File: src/line_counting_receive_fifo_macros.svh
// Assertion macros for the line-counting receive FIFO
`ifndef LINE_COUNTING_RECEIVE_FIFO_MACROS_SVH
`define LINE_COUNTING_RECEIVE_FIFO_MACROS_SVH

// same-cycle implication, clocked on clk_i, off while rst_ni is low
`define LCRF_ASSERT_NOW(label, ante, cons, msg) \
  label: assert property (@(posedge clk_i) disable iff (!rst_ni) (ante) |-> (cons)) \
    else $error(msg);

// next-cycle implication
`define LCRF_ASSERT_NXT(label, ante, cons, msg) \
  label: assert property (@(posedge clk_i) disable iff (!rst_ni) (ante) |=> (cons)) \
    else $error(msg);

`endif

File: src/lcrf_pkg.sv
// Package: constants, command codes and index helper for the receive FIFO
`timescale 1ns / 1ps
`default_nettype none

package lcrf_pkg;

  localparam int unsigned DEPTH = 256;
  localparam int unsigned IDX_W = $clog2(DEPTH);

  localparam logic [7:0] CH_NL  = 8'h0A;
  localparam logic [7:0] CH_CR  = 8'h0D;
  localparam logic [7:0] CH_NUL = 8'h00;
  localparam logic [7:0] LC_MAX = 8'hFF;

  typedef enum logic [1:0] {
    CMD_PUSH = 2'd0,
    CMD_POP  = 2'd1,
    CMD_LINE = 2'd2,
    CMD_NOP  = 2'd3
  } cmd_e;

  typedef logic [IDX_W-1:0] idx_t;

  function automatic idx_t next_idx(input idx_t i);
    return (i == IDX_W'(DEPTH - 1)) ? '0 : idx_t'(i + 1'b1);
  endfunction

endpackage

`default_nettype wire

File: src/lcrf_ram.sv
// Generic single-port-write, single-port-read RAM with registered read data
`timescale 1ns / 1ps
`default_nettype none

module lcrf_ram #(
  parameter int unsigned WIDTH = 8,
  parameter int unsigned DEPTH = 256
) (
  input  wire logic                     clk_i,
  input  wire logic                     we_i,
  input  wire logic [$clog2(DEPTH)-1:0] waddr_i,
  input  wire logic [WIDTH-1:0]         wdata_i,
  input  wire logic                     re_i,
  input  wire logic [$clog2(DEPTH)-1:0] raddr_i,
  output logic      [WIDTH-1:0]         rdata_o
);

  logic [WIDTH-1:0] mem_q [DEPTH];

  always_ff @(posedge clk_i) begin
    if (we_i) begin
      mem_q[waddr_i] <= wdata_i;
    end
    if (re_i) begin
      rdata_o <= mem_q[raddr_i];
    end
  end

endmodule

`default_nettype wire

File: src/line_counting_receive_fifo.sv
// A beat accepted goes through stage 1, then the result register; one beat
// per cycle unless a stalled result holds it, each using at most one ring
// RAM access; a popped byte is the registered RAM read, in the second stage.
// Reset: asynchronous, clears head, tail, line count, arrival flag and the
// pipeline valids; ring contents stay undefined and are never cleared.
`timescale 1ns / 1ps
`default_nettype none

module line_counting_receive_fifo (
  input  wire logic       clk_i,
  input  wire logic       rst_ni,
  input  wire logic       in_valid_i,
  output logic            in_stall_o,
  input  wire logic [1:0] cmd_i,
  input  wire logic [7:0] rx_byte_i,
  input  wire logic       batch_end_i,
  output logic            res_valid_o,
  input  wire logic       res_stall_i,
  output logic      [7:0] out_byte_o,
  output logic            out_valid_o,
  output logic            keep_byte_o,
  output logic            line_end_o,
  output logic      [7:0] lines_pending_o,
  output logic            line_ready_o,
  output logic            data_arrived_o,
  output logic            overflowed_o
);

  import lcrf_pkg::*;

  // architectural state
  idx_t       head_q, head_d;
  idx_t       tail_q, tail_d;
  logic [7:0] lc_q, lc_d;
  logic       arr_q, arr_d;

  // stage 1: RAM read in flight
  logic s1_valid_q;
  logic s1_line_q;
  logic s1_pop_q, s1_pop_d;
  logic s1_lend_empty_q, s1_lend_empty_d;
  logic s1_ovf_q, s1_ovf_d;
  logic s1_arr_q;

  // result register
  logic       res_valid_q;
  logic [7:0] res_byte_q;
  logic       res_pop_q, res_keep_q, res_lend_q, res_ready_q, res_arr_q, res_ovf_q;
  logic [7:0] res_lc_q;

  logic       accept, s1_adv;
  logic       ram_we, ram_re;
  idx_t       next_head, next_tail;
  logic [7:0] rdata;
  logic       byte_end, s1_dec;
  logic [7:0] lc_eff;
  logic       s1_lend, s1_keep;
  cmd_e       cmd;

  assign cmd        = cmd_e'(cmd_i);
  assign s1_adv     = s1_valid_q && (!res_valid_q || !res_stall_i);
  assign in_stall_o = s1_valid_q && !s1_adv;
  assign accept     = in_valid_i && !in_stall_o;

  assign next_head = next_idx(head_q);
  assign next_tail = next_idx(tail_q);

  lcrf_ram #(
    .WIDTH(8),
    .DEPTH(DEPTH)
  ) u_ring (
    .clk_i  (clk_i),
    .we_i   (ram_we),
    .waddr_i(next_head),
    .wdata_i(rx_byte_i),
    .re_i   (ram_re),
    .raddr_i(next_tail),
    .rdata_o(rdata)
  );

  // a line pop still in stage 1 may owe the count a decrement
  assign byte_end = (rdata == CH_NL) || (rdata == CH_NUL);
  assign s1_lend  = s1_line_q && ((s1_pop_q && byte_end) || s1_lend_empty_q);
  assign s1_keep  = s1_line_q && s1_pop_q && !byte_end && (rdata != CH_CR);
  assign s1_dec   = s1_valid_q && s1_lend;
  assign lc_eff   = s1_dec ? (lc_q - 8'd1) : lc_q;

  always_comb begin
    head_d          = head_q;
    tail_d          = tail_q;
    lc_d            = lc_eff;
    arr_d           = arr_q;
    ram_we          = 1'b0;
    ram_re          = 1'b0;
    s1_pop_d        = 1'b0;
    s1_lend_empty_d = 1'b0;
    s1_ovf_d        = 1'b0;
    if (accept) begin
      case (cmd)
        CMD_PUSH: begin
          if (next_head == tail_q) begin
            // full: drop everything, including this byte
            head_d   = tail_q;
            lc_d     = '0;
            s1_ovf_d = 1'b1;
          end else begin
            ram_we = 1'b1;
            head_d = next_head;
            if (rx_byte_i == CH_NL && lc_eff != LC_MAX) begin
              lc_d = lc_eff + 8'd1;
            end
          end
          if (batch_end_i) begin
            arr_d = 1'b1;
          end
        end
        CMD_POP: begin
          if (head_q == tail_q) begin
            arr_d = 1'b0;
          end else begin
            ram_re   = 1'b1;
            tail_d   = next_tail;
            s1_pop_d = 1'b1;
          end
        end
        CMD_LINE: begin
          if (lc_eff != '0) begin
            if (head_q == tail_q) begin
              arr_d           = 1'b0;
              s1_lend_empty_d = 1'b1;
            end else begin
              ram_re   = 1'b1;
              tail_d   = next_tail;
              s1_pop_d = 1'b1;
            end
          end
        end
        default: begin
        end
      endcase
    end
  end

  always_ff @(posedge clk_i or negedge rst_ni) begin
    if (!rst_ni) begin
      head_q      <= '0;
      tail_q      <= '0;
      lc_q        <= '0;
      arr_q       <= 1'b0;
      s1_valid_q  <= 1'b0;
      res_valid_q <= 1'b0;
    end else begin
      head_q <= head_d;
      tail_q <= tail_d;
      arr_q  <= arr_d;
      if (accept || s1_adv) begin
        lc_q <= lc_d;
      end
      if (accept) begin
        s1_valid_q <= 1'b1;
      end else if (s1_adv) begin
        s1_valid_q <= 1'b0;
      end
      if (s1_adv) begin
        res_valid_q <= 1'b1;
      end else if (!res_stall_i) begin
        res_valid_q <= 1'b0;
      end
    end
  end

  always_ff @(posedge clk_i) begin
    if (accept) begin
      s1_line_q       <= (cmd == CMD_LINE);
      s1_pop_q        <= s1_pop_d;
      s1_lend_empty_q <= s1_lend_empty_d;
      s1_ovf_q        <= s1_ovf_d;
      s1_arr_q        <= arr_d;
    end
    if (s1_adv) begin
      res_byte_q  <= s1_pop_q ? rdata : 8'h00;
      res_pop_q   <= s1_pop_q;
      res_keep_q  <= s1_keep;
      res_lend_q  <= s1_lend;
      res_lc_q    <= lc_eff;
      res_ready_q <= (lc_eff != '0);
      res_arr_q   <= s1_arr_q;
      res_ovf_q   <= s1_ovf_q;
    end
  end

  assign res_valid_o     = res_valid_q;
  assign out_byte_o      = res_byte_q;
  assign out_valid_o     = res_pop_q;
  assign keep_byte_o     = res_keep_q;
  assign line_end_o      = res_lend_q;
  assign lines_pending_o = res_lc_q;
  assign line_ready_o    = res_ready_q;
  assign data_arrived_o  = res_arr_q;
  assign overflowed_o    = res_ovf_q;

`include "line_counting_receive_fifo_macros.svh"

  `LCRF_ASSERT_NOW(a_lend_not_kept, res_valid_o && line_end_o, !keep_byte_o, "line end byte marked kept")
  `LCRF_ASSERT_NOW(a_ovf_clears, res_valid_o && overflowed_o, !out_valid_o && lines_pending_o == 8'd0, "overflow beat with count or data")
  `LCRF_ASSERT_NXT(a_stall_holds_idx, in_stall_o, $stable(head_q) && $stable(tail_q), "indices moved while stalled")

endmodule

`default_nettype wire

File: config.mk
export PLATFORM = sky130hd
export DESIGN_NAME = line_counting_receive_fifo
export DESIGN_NICKNAME = d
export VERILOG_FILES = /design/src/lcrf_pkg.sv /design/src/lcrf_ram.sv /design/src/line_counting_receive_fifo.sv
export VERILOG_INCLUDE_DIRS = /design/src /design/src/src
export SDC_FILE = /design/constraint.sdc
export NUM_CORES = 2
export LEC_CHECK = 0
export BUFFER_PORTS_ARGS = -buffer_cell sky130_fd_sc_hd__buf_2
export CORE_ASPECT_RATIO = 0.8
export CORE_UTILIZATION = 25
export CTS_BUF_LIST = sky130_fd_sc_hd__clkbuf_4
export DETAILED_ROUTE_END_ITERATION = 8
export HOLD_SLACK_MARGIN = 0.05
export PLACE_DENSITY_LB_ADDON = 0.3
export SETUP_SLACK_MARGIN = 0.4
export SYNTH_ARGS = -nofsm -noshare
export SYNTH_HDL_FRONTEND = slang
export SYNTH_SLANG_ARGS = --single-unit
File: constraint.sdc
create_clock -name clk_i -period 4.3 [get_ports clk_i]
set_input_delay 0.43 -clock clk_i [delete_from_list [all_inputs] [get_ports clk_i]]
set_output_delay 0.43 -clock clk_i [all_outputs]
set_load 0.005 [all_outputs]
==> Word level (Yosys, flattened, before mapping) <==
Memories as Yosys holds them, arrays and structs flattened. A register that Yosys moved wholly into a read port is not among the register bits.
Index checks and enable logic that the tools add are counted.
{ "op_classes": {"addsub": 4, "n_eq_ne": 12, "n_mux": 31, "n_reduce_logical": 27} }
{ "ops": {"columns": ["cell", "n"], "rows": [
  ["$mux 8", 10],
  ["$add 8x1->8 const B", 3],
  ["$mux 1", 18],
  ["$eq 8x4->1 const B", 2],
  ["$eq 8x8->1", 2],
  ["$eq 8x8->1 const B", 2],
  ["$pmux 8 s2", 1],
  ["$logic_and 1x1->1", 10],
  ["$logic_not 8->1", 1],
  ["$ne 8x4->1 const B", 1],
  ["$ne 8x8->1 const B", 1],
  ["$reduce_bool 8->1", 1],
  ["$sub 8x1->8 const B", 1],
  ["$logic_not 1->1", 5],
  ["$logic_or 1x1->1", 4],
  ["$reduce_and 2->1", 2],
  ["$reduce_bool 2->1", 2],
  ["$pmux 1 s3", 1],
  ["$reduce_and 3->1", 1],
  ["$eq 2x1->1 const B", 1],
  ["$eq 2x2->1 const B", 1],
  ["$logic_not 2->1", 1],
  ["$ne 2x1->1 const B", 1],
  ["$ne 2x2->1 const B", 1],
  ["$pmux 1 s2", 1]
]} }
{ "totals": {"register_bits": 54, "ram_bits": 2048, "input_bits": 15, "out_inout_bits": 24, "elab_cells": 94, "n_memories": 1} }
{ "memory_table": {"columns": ["name", "words", "word_bits", "rd", "rd_ports_with_merged_regs", "write_ports", "line", "text"], "rows": [
  ["u_ring.mem_q", 256, 8, 1, 1, 1, "lcrf_ram.sv:18", "logic [WIDTH-1:0] mem_q [DEPTH];"]
]} }

==> Depth between registers and ports, before layout <==
{ "logic_depth": {"ltp_word": 13, "mapped_depth": 16, "depth_no_buf": 11} }

==> Hierarchy <==
From an unflattened synthesis, not the netlist that was laid out.
{ "hier_totals": {"hier_cells": 4118, "hier_area_um2": 83162.3} }
{ "modules_own_cells": {"columns": ["module", "n_inst", "cells_each", "area_each_um2", "seq_area_each_um2"], "rows": [
  ["lcrf_ram", 1, 3733, 79636.4, 61739.2],
  ["line_counting_receive_fifo", 1, 385, 3525.9, 1486.4]
]} }

==> Worst setup path after synthesis <==
OpenSTA, ideal clock, no wires.
{ "synth_path": {"path_type": "register to register", "from": "register head_q[0]", "to": "memory u_ring.mem_q[102][0] (enable)", "setup_time_ns": 0.370, "arrival_ns": 3.062, "t_required_ns": 3.930, "setup_slack_ns": 0.868, "stages_incl_launch_ff": 14, "path_buffers": 4, "synth_period_minus_slack_ns": 3.432, "path_cell_list": "dfrtp_1 > ha_1 > buf_2 > and3_1 > buf_2 > o21ai_0 > a21oi_1 > xnor2_1 > a2111oi_4 > nor2_1 > buf_4 > nand3_2 > buf_4 > nor2_1"} }
{ "synth_via": {"elab_chain_len": 8, "word_cells_on_any_way": 9, "cone_classes": "add/sub (1); eq/ne (2); mux (6)"} }
{ "synth_rtl": {"columns": ["element", "line", "text"], "rows": [
  ["start, declared", "line_counting_receive_fifo.sv:32", "idx_t head_q, head_d;"],
  ["start signal, assigned", "line_counting_receive_fifo.sv:146", "head_q <= '0;"],
  ["start signal, assigned", "line_counting_receive_fifo.sv:153", "head_q <= head_d;"],
  ["$add 8x1->8 or $eq 8x8->1 (tied branches)", "lcrf_pkg.sv:25", "return (i == IDX_W'(DEPTH - 1)) ? '0 : idx_t'(i + 1'b1);"],
  ["$mux 8 *", "lcrf_pkg.sv:25", null],
  ["$eq 8x8->1", "line_counting_receive_fifo.sv:101", "if (next_head == tail_q) begin"],
  ["$mux 1", "line_counting_receive_fifo.sv:101", null],
  ["$mux 1", "line_counting_receive_fifo.sv:99", "case (cmd)"],
  ["$mux 1", "line_counting_receive_fifo.sv:98", "if (accept) begin"],
  ["$mux 1", "lcrf_ram.sv:21", "if (we_i) begin"],
  ["$mux 1 (not written as such)", "lcrf_ram.sv:22", "mem_q[waddr_i] <= wdata_i;"],
  ["end, declared", "lcrf_ram.sv:18", null]
]} }
Every way passes the cells marked *; elsewhere a longest branch is shown, timed or not.

==> Worst setup path in the final report <==
{ "layout_path": {"from": "register tail_q[1]", "to": "register u_ring.rdata_o[5], read port of u_ring.mem_q, data pin"} }
{ "layout_via": {"word_cells_on_any_way": 8, "cone_classes": "add/sub (1); eq/ne (2); mux (5)"} }
{ "layout_rtl": {"columns": ["element", "line", "text"], "rows": [
  ["start, declared", "line_counting_receive_fifo.sv:33", "idx_t tail_q, tail_d;"],
  ["start signal, assigned", "line_counting_receive_fifo.sv:154", "tail_q <= tail_d;"],
  ["$add 8x1->8 or $eq 8x8->1 (tied branches)", "lcrf_pkg.sv:25", null],
  ["$mux 8 *", "lcrf_pkg.sv:25", null],
  ["via next_tail[1]", "line_counting_receive_fifo.sv:53", "idx_t next_head, next_tail;"],
  ["end, declared", "lcrf_ram.sv:15", "output logic [WIDTH-1:0] rdata_o"]
]} }
The timed path passes the listed nets; every way through them passes the cells marked *.
A chain may end at the register's enable or synchronous reset.

==> flow_summary.json <==
{
  "final_cell_mix": "edfxtp_1, clkbuf_4, mux4_2",
  "root_buffer": "clkbuf_4",
  "worst_slew_pin_slew_ps": 1165,
  "syn_inst": 4639,
  "gr-usage-met3_pct": 3.614,
  "clk_path_buf_depth": 4,
  "ant_nets": 0,
  "setup_tns_ps": 0,
  "design.die.area_um2": 336100,
  "irDropWorstVdd_uv": 657.2,
  "fin_ws_ps": 268.9,
  "grt.busiest_layer": "met1",
  "period_needed_ps": 4031,
  "synthTopCellsByArea": "edfxtp_1, mux4_2, nor2_1, mux2i_1, nand2_1",
  "finalNetCount": 5263,
  "leakagePower_uw": 0.03094,
  "grt_max_degree": 128,
  "ctsHtreeMaxLevel": 6,
  "fill_cells": 32852,
  "via_per_inst": 4.789,
  "synthFlopType": "edfxtp_1",
  "criticalPathCategory": "flip-flop to flip-flop",
  "critPathArrivalTime_ps": 4910,
  "async_reset_ff_share_pct": 1.280,
  "syn_nets": 4667,
  "coreArea_um2": 331800,
  "fmax_ghz": 0.2481,
  "antenna_found_initial": 14,
  "cts_tree": "done",
  "syn_area_um2": 83430,
  "clock_sinks": 2110,
  "final_core_util_pct": 29.47,
  "wl_per_cell_um": 25.25,
  "hold_path_class": "primary input to flip-flop",
  "cp_cell_sequence": "ha_4, buf_12, buf_12, buf_4, mux4_2, a21oi_1, nand2_1, a31oi_4, nor4_2",
  "layout-drive-gt1-share_pct": 30.51,
  "cts_buffers": 529,
  "cp_num_buf_inv": 3,
  "reg2reg_to": "u_ring.rdata_o[5]$_DFFE_PP_",
  "hold_viol": 0,
  "crit_path_end_kind": "flip-flop",
  "synth_area_per_cell_um2": 17.99,
  "crit_slowest_cell": "ha_4",
  "grt_pass1_vias": 47479,
  "setup_viol": 0,
  "ys_types": 80,
  "path_common_cell": "buf_12",
  "start_util_pct": 25.15,
  "gp_congestion": 0.8450,
  "grt_usage_pct": 14.54,
  "status": "complete, no violations",
  "die_x_um": 647.9,
  "layout_commonest_cell": "edfxtp_1",
  "worstReg2RegStart": "tail_q[1]$_DFFE_PN0P_",
  "preCtsSetupSlack_ps": -304.3,
  "grt_overflow": 0,
  "maxCapViolations": 0,
  "rrSetupSlack_ps": 270,
  "synth.largest_area_cell": "edfxtp_1",
  "r2r_cells": 9,
  "period_share_pct": 93.75,
  "cp-start-kind": "flip-flop",
  "drc": 0,
  "die_h_um": 518.7,
  "clk_latency_ps": 1270,
  "std_cell_rows": 189,
  "fin_skew_ps": 146.1,
  "crit_path_max_fanout": 29,
  "synth_sequential_area_ratio_pct": 75.78,
  "rsz0062_at_grt": "true",
  "p_per_area_nw_per_um2": 619.5,
  "synth_top_area_share_pct": 74.97,
  "dp_hpwl_um": 157100,
  "areaGrowthSynthToFinish_pct": 17.20,
  "routed_wl_um": 250800,
  "firstDrtPassIters": 6,
  "holdPathStages": 2,
  "regArea_um2": 63230,
  "cts.clk_slew.worst_paths_ps": 70,
  "slew_viol_final": 0,
  "io_pins": 39,
  "grt_pass1_wl_um": 354700,
  "met1_usage_pct": 22.72,
  "yosys_register_bits": 2110,
  "place_inst": 9056,
  "multiInputGateArea_um2": 19460,
  "min_to": "u_ring.mem_q[244][2]$_DFFE_PP_",
  "vias": 47575,
  "slowest_delay_ps": 490,
  "grtUsageMet2_pct": 19.90,
  "portBuffers": 38,
  "stdcell_count": 9934,
  "ys.warnings.count": 0,
  "cp.required_ps": 5180,
  "holdCritStartpoint": "rx_byte_i[2]",
  "hold-worst-slack_ps": 184.6,
  "synth_enable_flop_cells": 2083,
  "crit_family": "buffers and inverters",
  "dr.first_iter.drc_count": 5073,
  "relSlewSlack_pct": 21.90
}
[per-layer routing]
metal	vias up	share of wire, %
met4	10	1.7
li1	20218	-
met1	24965	48
met2	2046	41
met5	-	0.033
met3	336	8.7
[cells in the mapped netlist, drive strengths merged (63+ instances only)]
cell type / number
buf: 128
a21oi: 142
nor2: 388
and3: 75
nand2: 264
o21ai: 100
nand3: 126
nor3: 63
mux2i: 124
o22ai: 73
clkbuf: 163
mux4: 333
edfxtp: 2083
[cell families (layout without fill, tap and decap cells)]
logic type / after synthesis / after routing / synth area share, %
AO/OA/AOI/OAI: 629 / 629 / 5.153
XOR/XNOR: 35 / 35 / 0.3674
adder cells (fa/ha/maj): 13 / 13 / 0.1950
buffers and inverters: 319 / 1215 / 1.842
flip-flops: 2110 / 2110 / 75.78
multiplexers: 493 / 493 / 10.96
other: 0 / 6 / 0
AND/OR/NAND/NOR: 1040 / 1040 / 5.700
[registers in the layout (all words and copies together) (netlist names)]
name / flops
out_byte_o: 8
s1_line_q: 1
u_ring.mem_q: 2048
lc_q: 8
line_ready_o: 1
s1_valid_q: 1
data_arrived_o: 1
overflowed_o: 1
tail_q: 8
s1_arr_q: 1
u_ring.rdata_o: 8
s1_lend_empty_q: 1
s1_pop_q: 1
arr_q: 1
s1_ovf_q: 1
head_q: 8
res_valid_o: 1
lines_pending_o: 8
line_end_o: 1
keep_byte_o: 1
out_valid_o: 1
[how the worst max path moves through the flow]
stage          slack (ps)             startpoint                             end  cells after the start
2_1_floorplan         870  head_q[0]$_DFFE_PN0P_  u_ring.mem_q[102][0]$_DFFE_PP_                     13
3_3_place_gp         -290  tail_q[0]$_DFFE_PN0P_     u_ring.rdata_o[5]$_DFFE_PP_                     11
3_5_place_dp         -300  tail_q[0]$_DFFE_PN0P_     u_ring.rdata_o[5]$_DFFE_PP_                     11
4_1_cts               300  tail_q[0]$_DFFE_PN0P_     u_ring.rdata_o[5]$_DFFE_PP_                     11
5_1_grt               230  tail_q[1]$_DFFE_PN0P_     u_ring.rdata_o[5]$_DFFE_PP_                     11
6_report              270  tail_q[1]$_DFFE_PN0P_     u_ring.rdata_o[5]$_DFFE_PP_                      9
[stage by stage]
| stage | area [um2] | power, uW |
|---|---|---|
| detailed placement | 90360 | 43360 |
| global route | 97770 | 63000 |
| finish | 97780 | 60570 |
| global placement | 90360 | 43390 |
| floorplan | 83430 | 34600 |
| CTS | 97370 | 60690 |
[where the power goes]
part	internal (uW)	total, uW	leakage (uW)	switching (uW)
clock network	8580	16600	0.00376	8050
registers	22800	23000	0.0190	198
logic	7830	21000	0.00813	13100
total	39200	60600	0.0309	21400
[repair_timing]
action / 4_1_cts / 5_1_grt
gates cloned: 2 / 0
gates resized for setup: 78 / 114
setup endpoints to repair: 133 / 1687
setup buffers: 9 / 3
pin swaps: 8 / 9
hold buffers: 26 / 0
hold endpoints to repair: 1300 / 0
[worst reg2reg max path, cell delays in order, from the launching register on]
cell and delay, ps:
dfrtp_1 410, ha_4 490, buf_12 260, buf_12 250, buf_4 460, mux4_2 420, a21oi_1 420, nand2_1 380
a31oi_4 440, nor4_2 150
[area by class of cell]
class	count	share of cell area, %
flip-flops and latches	2110	64.67
diodes	6	0.01536
repair buffers	356	3.300
inverters	28	0.1088
clock inverters	102	0.7806
well taps	4393	5.621
multi-input cells	2210	19.91
clock buffers	729	5.597
Note: power is estimated with default switching activity, not from simulation.
